$ cat src/hw/rtl/dual_motor_pwm_random_walk_unit_assert.svh
// Assertion macros for the dual-motor PWM unit.
// Used by files that include this header; expects clk and rst_n in scope.
`ifndef DUAL_MOTOR_PWM_RANDOM_WALK_UNIT_ASSERT_SVH
`define DUAL_MOTOR_PWM_RANDOM_WALK_UNIT_ASSERT_SVH

// checked only out of reset
`define DMPW_ASSERT(lbl, prop, msg) \
    lbl: assert property (@(posedge clk) disable iff (!rst_n) prop) else $error(msg);

// checked at every edge, reset included
`define DMPW_ASSERT_ALWAYS(lbl, prop, msg) \
    lbl: assert property (@(posedge clk) prop) else $error(msg);

`endif

$ cat src/hw/rtl/dmpw_pkg.sv
// Package for the dual-motor PWM unit: item types, register set, codes.
// No dependencies.
package dmpw_pkg;

    localparam int CFG_IDX_W = 3;

    localparam logic [CFG_IDX_W-1:0] CFG_FORWARD_PATTERN    = 3'd0;
    localparam logic [CFG_IDX_W-1:0] CFG_BACKWARD_PATTERN   = 3'd1;
    localparam logic [CFG_IDX_W-1:0] CFG_RIGHT_MOTOR_MASK   = 3'd2;
    localparam logic [CFG_IDX_W-1:0] CFG_LEFT_MOTOR_MASK    = 3'd3;
    localparam logic [CFG_IDX_W-1:0] CFG_WANDER_EN          = 3'd4;

    localparam logic OP_TICK    = 1'b0;
    localparam logic OP_COMMAND = 1'b1;

    localparam logic [1:0] MODE_FWD   = 2'd0;
    localparam logic [1:0] MODE_BACK  = 2'd1;
    localparam logic [1:0] MODE_LEFT  = 2'd2;
    localparam logic [1:0] MODE_RIGHT = 2'd3;

    localparam logic [7:0] DUTY_FAST   = 8'd4;
    localparam logic [7:0] DUTY_SLOW   = 8'd2;
    localparam logic [7:0] DUTY_WANDER = 8'd2;

    localparam logic [7:0] PERIOD_NORMAL = 8'd5;
    localparam logic [7:0] PERIOD_TURN   = 8'd8;

    // (x * 205) >> 11 is x / 10 for any 10-bit x
    localparam logic [7:0] DIV10_MUL   = 8'd205;
    localparam int         DIV10_SHIFT = 11;

    typedef struct packed {
        logic        op;
        logic [1:0]  cmd_mode;
        logic [7:0]  cmd_left_duty;
        logic [7:0]  cmd_right_duty;
        logic [15:0] rand_first;
        logic [15:0] rand_second;
        logic        has_food;
    } in_item_t;

    typedef struct packed {
        logic [7:0] pin_drive;
        logic       slow_tick;
        logic [1:0] current_mode;
    } out_item_t;

    typedef struct packed {
        logic [7:0] forward_pattern;
        logic [7:0] backward_pattern;
        logic [7:0] right_motor_mask;
        logic [7:0] left_motor_mask;
        logic       wander_en;
    } cfg_t;

endpackage

$ cat src/hw/rtl/dmpw_core.sv
// Motor state and per-item update: prescaler, random walk, PWM pattern.
// Depends on dmpw_pkg and the assertion macro header.
`include "dual_motor_pwm_random_walk_unit_assert.svh"

module dmpw_core
    import dmpw_pkg::*;
#(
    parameter int unsigned PRESCALE_TICKS = 100
) (
    input  logic      clk,
    input  logic      rst_n,
    input  cfg_t      cfg,
    input  logic      advance,
    input  in_item_t  item,
    output out_item_t result
);

    localparam int PC_W = $clog2(PRESCALE_TICKS + 1);

    logic [PC_W-1:0] pc_reg, pc_next;
    logic [7:0]      wc_reg, wc_next;
    logic [7:0]      wt_reg, wt_next;
    logic [7:0]      phase_reg, phase_next;
    logic [1:0]      mode_reg, mode_next;
    logic [7:0]      ld_reg, ld_next;
    logic [7:0]      rd_reg, rd_next;
    logic [7:0]      drive_reg, drive_next;

    logic        slow;
    logic        walk_change;
    logic [9:0]  pick_src;
    logic [17:0] div_prod;
    logic [6:0]  quot;
    logic [9:0]  quot_x10;
    logic [9:0]  rem_full;
    logic [3:0]  pick;
    logic [1:0]  walk_mode;
    logic [1:0]  tick_mode;
    logic [7:0]  ld_walk, rd_walk;
    logic [7:0]  ld_eff, rd_eff;
    logic [7:0]  period;
    logic [7:0]  conf;
    logic        set_bits;
    logic [7:0]  phase_inc;
    logic        tick_adv;
    logic        cmd_adv;
    logic        walk_applied;

    // remainder of (rand_first >> 6) by ten
    always_comb
    begin
        pick_src = item.rand_first[15:6];
        div_prod = 18'(pick_src) * 18'(DIV10_MUL);
        quot     = div_prod[DIV10_SHIFT +: 7];
        quot_x10 = {quot, 3'b000} + {2'b00, quot, 1'b0};
        rem_full = pick_src - quot_x10;
        pick     = rem_full[3:0];
    end

    always_comb
    begin
        priority if (pick <= 4'd1)
            walk_mode = MODE_LEFT;
        else if (pick <= 4'd3)
            walk_mode = MODE_RIGHT;
        else if (pick == 4'd4)
            walk_mode = item.has_food ? MODE_FWD : MODE_BACK;
        else
            walk_mode = MODE_FWD;
    end

    always_comb
    begin
        slow        = (pc_reg == PC_W'(PRESCALE_TICKS));
        walk_change = slow && cfg.wander_en && (wc_reg == wt_reg);
        tick_mode   = walk_change ? walk_mode : mode_reg;
        ld_walk     = walk_change ? DUTY_WANDER : ld_reg;
        rd_walk     = walk_change ? DUTY_WANDER : rd_reg;

        unique case (tick_mode)
            MODE_FWD:
            begin
                period   = PERIOD_NORMAL;
                conf     = cfg.forward_pattern;
                set_bits = 1'b0;
                ld_eff   = ld_walk;
                rd_eff   = rd_walk;
            end
            MODE_BACK:
            begin
                period   = PERIOD_NORMAL;
                conf     = cfg.backward_pattern;
                set_bits = 1'b1;
                ld_eff   = ld_walk;
                rd_eff   = rd_walk;
            end
            MODE_LEFT:
            begin
                period   = PERIOD_TURN;
                conf     = cfg.forward_pattern;
                set_bits = 1'b1;
                ld_eff   = DUTY_SLOW;
                rd_eff   = DUTY_FAST;
            end
            default:
            begin
                period   = PERIOD_NORMAL;
                conf     = cfg.forward_pattern;
                set_bits = 1'b1;
                ld_eff   = DUTY_FAST;
                rd_eff   = DUTY_SLOW;
            end
        endcase

        // right mask first, then left
        if (phase_reg >= rd_eff)
            conf = set_bits ? (conf | cfg.right_motor_mask) : (conf & ~cfg.right_motor_mask);
        if (phase_reg >= ld_eff)
            conf = set_bits ? (conf | cfg.left_motor_mask) : (conf & ~cfg.left_motor_mask);

        phase_inc = phase_reg + 8'd1;
    end

    always_comb
    begin
        pc_next    = pc_reg;
        wc_next    = wc_reg;
        wt_next    = wt_reg;
        phase_next = phase_reg;
        mode_next  = mode_reg;
        ld_next    = ld_reg;
        rd_next    = rd_reg;
        drive_next = drive_reg;
        result     = '{pin_drive: drive_reg, slow_tick: 1'b0, current_mode: mode_reg};

        if (item.op == OP_COMMAND)
        begin
            mode_next = item.cmd_mode;
            ld_next   = item.cmd_left_duty;
            rd_next   = item.cmd_right_duty;
            result    = '{pin_drive: drive_reg, slow_tick: 1'b0,
                          current_mode: item.cmd_mode};
        end
        else
        begin
            pc_next = slow ? PC_W'(1) : pc_reg + PC_W'(1);
            if (walk_change)
            begin
                wc_next = 8'd1;
                wt_next = item.rand_second[12:5] + 8'd1;
            end
            else if (slow && cfg.wander_en)
                wc_next = wc_reg + 8'd1;
            mode_next  = tick_mode;
            ld_next    = ld_eff;
            rd_next    = rd_eff;
            drive_next = conf;
            phase_next = (phase_inc == period) ? 8'd0 : phase_inc;
            result     = '{pin_drive: conf, slow_tick: slow, current_mode: tick_mode};
        end
    end

    always_ff @(posedge clk or negedge rst_n)
    begin
        if (!rst_n)
        begin
            pc_reg    <= '0;
            wc_reg    <= '0;
            wt_reg    <= '0;
            phase_reg <= '0;
            mode_reg  <= MODE_FWD;
            ld_reg    <= '0;
            rd_reg    <= '0;
            drive_reg <= '0;
        end
        else if (advance)
        begin
            pc_reg    <= pc_next;
            wc_reg    <= wc_next;
            wt_reg    <= wt_next;
            phase_reg <= phase_next;
            mode_reg  <= mode_next;
            ld_reg    <= ld_next;
            rd_reg    <= rd_next;
            drive_reg <= drive_next;
        end
    end

    assign tick_adv     = advance && (item.op == OP_TICK);
    assign cmd_adv      = advance && (item.op == OP_COMMAND);
    assign walk_applied = (wc_reg == 8'd1) && ((ld_reg == DUTY_WANDER) ||
                          (mode_reg == MODE_LEFT) || (mode_reg == MODE_RIGHT));

    `DMPW_ASSERT_ALWAYS(a_pc_bounded, pc_reg <= PC_W'(PRESCALE_TICKS), "prescaler overran")
    `DMPW_ASSERT(a_slow_restarts_pc, tick_adv && slow |=> pc_reg == PC_W'(1), "prescaler not restarted")
    `DMPW_ASSERT(a_walk_restarts, tick_adv && walk_change |=> walk_applied, "walk change not applied")
    `DMPW_ASSERT(a_cmd_holds_pc, cmd_adv |=> $stable(pc_reg) && $stable(phase_reg), "command moved a counter")
    `DMPW_ASSERT(a_cmd_holds_drive, cmd_adv |=> $stable(drive_reg), "command moved the drive")

endmodule

$ cat src/hw/rtl/dual_motor_pwm_random_walk_unit.sv
// Top level of the dual-motor PWM unit: handshakes, register set, item pipeline.
// Depends on dmpw_pkg and dmpw_core.

// Each input item (timer tick or motion command) yields one result item.
// One item is taken per clock while in_ready is high. Its result item passes through
// the input register, then the result register. The input register passes its item
// on only while the result register is empty or being taken, so the block keeps
// taking items until both stages are full. The slow pulse comes every PRESCALE_TICKS
// ticks, the first on tick PRESCALE_TICKS+1.
// Registers are written through the cfg port (always ready) and should only be
// changed while no item is in flight.
module dual_motor_pwm_random_walk_unit
    import dmpw_pkg::*;
#(
    parameter int unsigned PRESCALE_TICKS = 100
) (
    input  logic                 clk,
    input  logic                 rst_n,
    input  logic                 in_valid,
    output logic                 in_ready,
    input  in_item_t             in_item,
    output logic                 out_valid,
    input  logic                 out_ready,
    output out_item_t            out_item,
    input  logic                 cfg_valid,
    output logic                 cfg_ready,
    input  logic [CFG_IDX_W-1:0] cfg_index,
    input  logic [7:0]           cfg_data
);

    cfg_t      cfg_reg;
    logic      s1_valid_reg;
    in_item_t  s1_item_reg;
    logic      out_valid_reg;
    out_item_t out_item_reg;
    out_item_t result;
    logic      advance;
    logic      in_take;

    assign cfg_ready = 1'b1;
    assign advance   = s1_valid_reg && (!out_valid_reg || out_ready);
    assign in_ready  = !s1_valid_reg || advance;
    assign in_take   = in_valid && in_ready;
    assign out_valid = out_valid_reg;
    assign out_item  = out_item_reg;

    always_ff @(posedge clk or negedge rst_n)
    begin
        if (!rst_n)
            cfg_reg <= '0;
        else if (cfg_valid)
        begin
            unique case (cfg_index)
                CFG_FORWARD_PATTERN:    cfg_reg.forward_pattern    <= cfg_data;
                CFG_BACKWARD_PATTERN:   cfg_reg.backward_pattern   <= cfg_data;
                CFG_RIGHT_MOTOR_MASK:   cfg_reg.right_motor_mask   <= cfg_data;
                CFG_LEFT_MOTOR_MASK:    cfg_reg.left_motor_mask    <= cfg_data;
                CFG_WANDER_EN:          cfg_reg.wander_en          <= cfg_data[0];
                default:                ;
            endcase
        end
    end

    always_ff @(posedge clk or negedge rst_n)
    begin
        if (!rst_n)
        begin
            s1_valid_reg  <= 1'b0;
            out_valid_reg <= 1'b0;
        end
        else
        begin
            s1_valid_reg  <= in_take || (s1_valid_reg && !advance);
            out_valid_reg <= advance || (out_valid_reg && !out_ready);
        end
    end

    always_ff @(posedge clk)
    begin
        if (in_take)
            s1_item_reg <= in_item;
        if (advance)
            out_item_reg <= result;
    end

    dmpw_core #(
        .PRESCALE_TICKS (PRESCALE_TICKS)
    ) u_core (
        .clk     (clk),
        .rst_n   (rst_n),
        .cfg     (cfg_reg),
        .advance (advance),
        .item    (s1_item_reg),
        .result  (result)
    );

endmodule
$ cat config.mk
export PLATFORM = sky130hd
export DESIGN_NAME = dual_motor_pwm_random_walk_unit
export DESIGN_NICKNAME = d
export VERILOG_FILES = /design/src/hw/rtl/dmpw_pkg.sv /design/src/hw/rtl/dmpw_core.sv /design/src/hw/rtl/dual_motor_pwm_random_walk_unit.sv
export VERILOG_INCLUDE_DIRS = /design/src /design/src/hw/rtl
export SDC_FILE = /design/constraint.sdc
export NUM_CORES = 1
export LEC_CHECK = 0
export BUFFER_PORTS_ARGS = -buffer_cell sky130_fd_sc_hd__buf_2
export CORE_MARGIN = 8
export CORE_UTILIZATION = 30
export DETAILED_ROUTE_END_ITERATION = 10
export PLACE_DENSITY = 0.54
export SETUP_SLACK_MARGIN = 0.02
export SYNTH_ARGS = -nofsm -noshare
export SYNTH_HDL_FRONTEND = slang
export SYNTH_HIERARCHICAL = 1
export SYNTH_SLANG_ARGS = --single-unit
$ cat constraint.sdc
create_clock -name clk -period 10.3 [get_ports clk]
set_clock_uncertainty 0.1 [all_clocks]
set_input_delay 1.03 -clock clk [delete_from_list [all_inputs] [get_ports clk]]
set_output_delay 1.03 -clock clk [all_outputs]
set_load 0.03 [all_outputs]
After elaboration in Yosys (flattened, before gate mapping)
Cells that the tools add are included.

word-level totals
  bits of input ports = 68
  bits in registers = 152
  output and inout port bits = 14
  logic and storage cells = 102

operators by class
  $mul = 1
  equal/unequal tests = 10
  multiplexer cells = 23
  bitwise gates (word level) = 7
  add/subtract/negate cells = 6
  reduce and logical (&&, ||, !) cells = 26
  order comparisons = 4

operator list
  kind                                                             number
  two-way mux 8 bit                                                12
  case mux 8 bit (2 select lines)                                  2
  adder 8 x 1 -> 8 bit (second input constant)                     3
  bitwise AND 8 bit                                                2
  greater-or-equal comparator 8 bit                                2
  inverter 8 bit                                                   2
  bitwise OR 8 bit                                                 2
  multiplier 10 x 8 -> 14 bit (second input constant)              1
  AND reduction 2 bit                                              6
  two-way mux 11 bit                                               1
  two-way mux 2 bit                                                5
  equality test 8 x 4 -> 1 bit                                     1
  equality test 8 bit                                              1
  adder 7 x 1 -> 7 bit (second input constant)                     1
  equality test 7 bit (second input constant)                      1
  two-way mux 7 bit                                                1
  equality test 3 x 2 -> 1 bit (second input constant)             2
  logical AND 1 bit                                                6
  AND reduction 3 bit                                              2
  adder 4 bit                                                      1
  equality test 4 x 3 -> 1 bit (second input constant)             1
  less-or-equal comparator 4 x 1 -> 1 bit (second input constant)  1
  less-or-equal comparator 4 x 2 -> 1 bit (second input constant)  1
  logical NOT 1 bit                                                4
  13 further kinds                                                 16

Logic depth before layout (Yosys ltp)
Gate-level depths: netlist of the first run.

  word-level depth = 17
  mapped depth = 33
  depth with buffers taken out = 32

By module
Netlist of the first run, hierarchy kept.

by module, submodules not included
  module                           area an instance (um2)  instances  cells an instance  sequential area each (um2)
  dmpw_core                        4865.9                  1          554                1426.4
  dual_motor_pwm_random_walk_unit  3261.9                  1          146                2767.7

Worst setup path before layout of the first run
No wires, ideal clock.

  kind = register to register
  start = reg s1_item_reg[24] (netlist name)
  end = reg out_item_reg (netlist bit out_item[9]) (data pin)
  library setup time = 0.266 ns
  buffers on the path = 1
  path slack = 2.608 ns
  period minus slack after synthesis = 7.692 ns
  required time = 9.934 ns
  cell stages (with the launch flop) = 32
  arrival time = 7.327 ns
  cells stage by stage = edfxtp_1 -> ha_1 -> xor2_1 -> ha_1 -> fa_1 -> inv_1 -> fa_1 -> inv_1 -> ha_1 -> a211o_1 -> o211a_1 -> nor3_1 -> nand2b_1 -> a22oi_1 -> ha_1 -> nor3b_1 -> or4b_1 -> o211a_1 -> xnor3_2 -> o21ai_2 -> buf_2 -> nor2_1 -> nor2_1 -> ha_1 -> a21o_1 -> a21oi_1 -> o21ai_0 -> o41a_1 -> a22oi_1 -> a211oi_1 -> a311oi_2 -> o21ai_1

RTL lines
  element                   RTL line                               text
  start: declaration        dual_motor_pwm_random_walk_unit.sv:33  in_item_t s1_item_reg;
  start signal: assignment  dual_motor_pwm_random_walk_unit.sv:81  s1_item_reg <= in_item;
  end signal: assignment    dual_motor_pwm_random_walk_unit.sv:83  out_item_reg <= result;
  end: declaration          dual_motor_pwm_random_walk_unit.sv:35  out_item_t out_item_reg;

==> flow_summary.ini, run 1 <==
[sta]
finalCritPeriodShare = 0.840
worst_hold_slack_ps = 367
rsz0062_at_grt = no
min_period_ps = 8650
setup_viol = 0
drv_slew = 0
hold_violations = 0
worstMarginPinSlew_ps = 1010
tns_ps = 0
max_clock_freq_mhz = 116
max-slew-margin-rel = 0.323

[finish]
antennaDiodeCount = 0
largest_register_ffs = 38
final_nets = 896
layout.core_utilization = 0.358
fillers = 2519
layout-drive-gt1-share = 0.202
syn_to_final_growth_pct = 16.8
instances_no_fill = 1097

[yosys]
syn_inst = 686
ys_warn_count = 6
syn-cell-area_um2 = 7710
syn_area_per_cell_um2 = 11.2
syn-num-nets = 828

[grt]
grt-ovfl-total = 0
grt_pass1_wl_um = 27400
grtUsageTotal = 0.110
antenna_found_initial = 1
grt_pass1_vias = 5298
grt_max_degree = 64

[run_status]
status = complete, no violations

[floorplan]
num_io_pins = 82
core_area_um2 = 25200
die_h_um = 176
row_count = 58
initial_utilization = 0.306
die-area_um2 = 31100
die_x_um = 176

[worst_setup_path]
cp_max_fo = 8
reg2reg_to = out_item[3]
r2r_start = s1_item_reg[24]
startpoint = s1_item_reg[24]
critPathCaptureType = flip-flop
critical_path.max_stage_delay_ps = 540
worstRegToRegCells = 30
r2r_setup_slack_ps = 1650
path_common_cell = ha_1
worstPathRequired_ps = 10330
worstSetupPathType = flip-flop to flip-flop
arrival_ps = 8680
crit_path_top_delay_cell = fa_1
cp-start-kind = flip-flop

[routing]
vias = 5192
first_pass_iters = 4
drc = 0
routed_via_density = 4.73
wl_per_cell_um = 14.9
routed_wl_um = 16300
antenna_left = 0
drtIter0Drc = 210

[hold_path]
hold_class = flip-flop to flip-flop
min_path_cells = 1
holdPathEnd = u_core/rd_reg[7]
min_from = s1_item_reg[40]

[placement]
dp_hpwl_um = 11600
gp_congestion = 0.734
io_buffers = 66
dp.cells = 1065

[clock_network]
cts-root-buf = clkbuf_16
clk_pin_slew_ps = 70
post_cts_buffers = 0
worstSkewPairLatency_ps = 420
ctsHoldBuffers = 0
cts_tree = yes
cts_buffers = 17
clock_sinks = 141
clockBufferDepth = 2
cts-htree-levels = 4
cts-resized-gates = 0

[power]
p_total_mw = 2.11
p_leak_nw = 3.95
ir_worst_vdd_uv = 117
powerDensity_nw_per_um2 = 234

[run]
maxCapViolCount = 0
-- power by group --
part | internal [mW] | switching [mW] | total [mW]
Sequential | 0.686 | 0.0743 | 0.760
Clock | 0.365 | 0.262 | 0.627
Combinational | 0.322 | 0.396 | 0.718
-- final cells by class --
type / instances / area, um2 / area share
clock buffers: 17 / 425 / 0.0472
clock inverters: 15 / 175 / 0.0195
inverters: 59 / 221 / 0.0246
multi-input cells: 461 / 3600 / 0.400
flip-flops and latches: 141 / 3770 / 0.419
well taps: 330 / 413 / 0.0459
repair buffers: 74 / 393 / 0.0436
-- worst max-delay path, delay by kind of cell, from the launching register on --
family	cells	cell delay [ps]
AO/OA/AOI/OAI	12	2630
XOR/XNOR	2	580
adder cells (fa/ha/maj)	7	2680
buffers and inverters	2	100
flip-flops	1	480
AND/OR/NAND/NOR	7	1790
-- worst max path at each step --
stage          slack, ps  cells past startpoint          end
2_1_floorplan       2610                     31  out_item[9]
3_3_place_gp        1640                     30  out_item[3]
3_5_place_dp        1640                     30  out_item[3]
4_1_cts             1590                     30  out_item[3]
5_1_grt             1180                     30  out_item[3]
6_report            1650                     30  out_item[3]
-- metrics by stage --
stage,area [um2],setup slack [ps]
floorplan,7710,2610
global placement,8400,1640
detailed placement,8400,1640
CTS,9000,1590
global route,9000,1180
finish,9000,1650
-- placed cells by master (no fill, tap or decap), types with 17 or more instances in the layout --
cell       count
ha_1          58
dfrtp_1       92
xnor2_1       22
nand3_1       17
inv_1         59
nor2_1        29
mux2_2        38
o21ai_0       54
edfxtp_1      49
clkbuf_16     17
buf_2         65
nand2_1       65
-- routing by layer --
layer / vias to the layer above / part of all wire / GRT usage
met1: 2542 / 0.50 / 0.148
met2: 57 / 0.46 / 0.171
li1: 2573 / - / -
met3: 18 / 0.029 / 0.0258
met5: - / 0.00049 / 0
met4: 2 / 0.013 / 0.0371
Note: power is estimated with default switching activity, not from simulation.
==> run 2, diff against run 1 <==
==> constraint.sdc (replaced) <==
create_clock -name clk -period 8.82 [get_ports clk]
set_clock_uncertainty 0.1 [all_clocks]
set_input_delay 0.882 -clock clk [delete_from_list [all_inputs] [get_ports clk]]
set_output_delay 0.882 -clock clk [all_outputs]
set_load 0.03 [all_outputs]
==> run 2 against run 1 <==
  * Final cell count increased by 0.18%
  * Count of clock-buffer cells in the layout grew 2
  * Critical endpoint is now out_item[8]
  * Via count shrank 1.1%
==> flow_summary.ini, run 2 (same netlist as run 1, synthesis figures left out) <==
[run_status]
status = complete, no violations

[routing]
first_pass_iters = 4
vias = 5137
drc = 0
drtIter0Drc = 193
routed_via_density = 4.67
routed_wl_um = 16400
antenna_left = 0
wl_per_cell_um = 14.9

[sta]
finalCritPeriodShare = 0.943
min_period_ps = 8320
hold_violations = 0
rsz0062_at_grt = no
tns_ps = 0
worstMarginPinSlew_ps = 990
drv_slew = 0
max_clock_freq_mhz = 120
max-slew-margin-rel = 0.336
setup_viol = 0

[clock_network]
clockBufferDepth = 2
worstSkewPairLatency_ps = 420
cts_tree = yes
clock_sinks = 141
cts-resized-gates = 0
ctsHoldBuffers = 0
cts_buffers = 17
cts-root-buf = clkbuf_16
post_cts_buffers = 0
cts-htree-levels = 4
clk_pin_slew_ps = 70

[floorplan]
core_area_um2 = 25200
die-area_um2 = 31100
num_io_pins = 82
row_count = 58
initial_utilization = 0.306
die_x_um = 176
die_h_um = 176

[placement]
gp_congestion = 0.746
io_buffers = 66
dp_hpwl_um = 11600

[grt]
antenna_found_initial = 1
grtUsageTotal = 0.110
grt_pass1_vias = 5295
grt_max_degree = 48
grt_pass1_wl_um = 27400
grt-ovfl-total = 0

[worst_setup_path]
crit_path_top_delay_cell = fa_1
worstPathRequired_ps = 8850
cp_top_family = adder cells
path_buf_inv = 2
cp_max_fo = 8
critPathCaptureType = flip-flop
r2r_start = s1_item_reg[25]
critical_path.max_stage_delay_ps = 540
arrival_ps = 8350
worstRegToRegCells = 30
cp-start-kind = flip-flop
path_common_cell = ha_1
worstSetupPathType = flip-flop to flip-flop
r2r_setup_slack_ps = 500
reg2reg_to = out_item[8]

[finish]
largest_register_ffs = 38
final_cell_mix = dfrtp_1 (92), buf_2 (65), nand2_1 (65)
layout-drive-gt1-share = 0.205
final_common_cell = dfrtp_1
antennaDiodeCount = 0
final_nets = 898
syn_to_final_growth_pct = 16.8
layout.core_utilization = 0.358

[power]
powerDensity_nw_per_um2 = 270
p_leak_nw = 3.95
ir_worst_vdd_uv = 152
p_total_mw = 2.43

[run]
maxCapViolCount = 0

[hold_path]
hold_class = input port to async pin
run 2: cell count changes in the layout (fill, tap and decap cells not counted), sizes merged:
cell,previous run,this run
buf,74,76
clkbuf,17,19
clkinv,3,4
clkinvlp,3,4
inv,66,62
run 2: how the worst max path moves through the flow:
stage                     slack [ps]     endpoint  cells after the start             from
after floorplan                 1130  out_item[9]                     31  s1_item_reg[24]
after global placement           200  out_item[8]                     30  s1_item_reg[25]
after detailed placement         210  out_item[8]                     30  s1_item_reg[25]
after CTS                        170  out_item[8]                     30  s1_item_reg[25]
after global routing              60  out_item[8]                     30  s1_item_reg[25]
final                            500  out_item[8]                     30  s1_item_reg[25]
run 2: cell type report:
cell class	instances	area, um2
timing repair buffer	76	408
inverter	59	221
multi-input combinational	461	3610
clock buffer	19	433
fill	2494	16200
tap	330	413
clock inverter	13	140
sequential	141	3770
run 2: per-stage QoR:
stage          instance area (um2)  worst slack (ps)  cells  hold slack [ps]
2_1_floorplan                 7710              1130    686              349
3_3_place_gp                  8420               204   1067              361
3_5_place_dp                  8420               215   1067              359
4_1_cts                       8990               166   1099              366
5_1_grt                       9000              58.0   1099              370
6_report                      9000               502   1099              364
run 2: per-layer routing:
layer	GRT usage	up-vias	part of all wire
met2	0.180	66	0.47
li1	-	2571	-
met3	0.0220	11	0.026
met1	0.145	2487	0.49
met4	0.0360	2	0.011
met5	0	-	0.00079
run 2: power breakdown:
part           switching, mW  leakage (nW)  internal, mW
logic                  0.466          2.05         0.378
clock network          0.283         0.270         0.417
registers             0.0878          1.63         0.802
total                  0.837          3.95          1.60
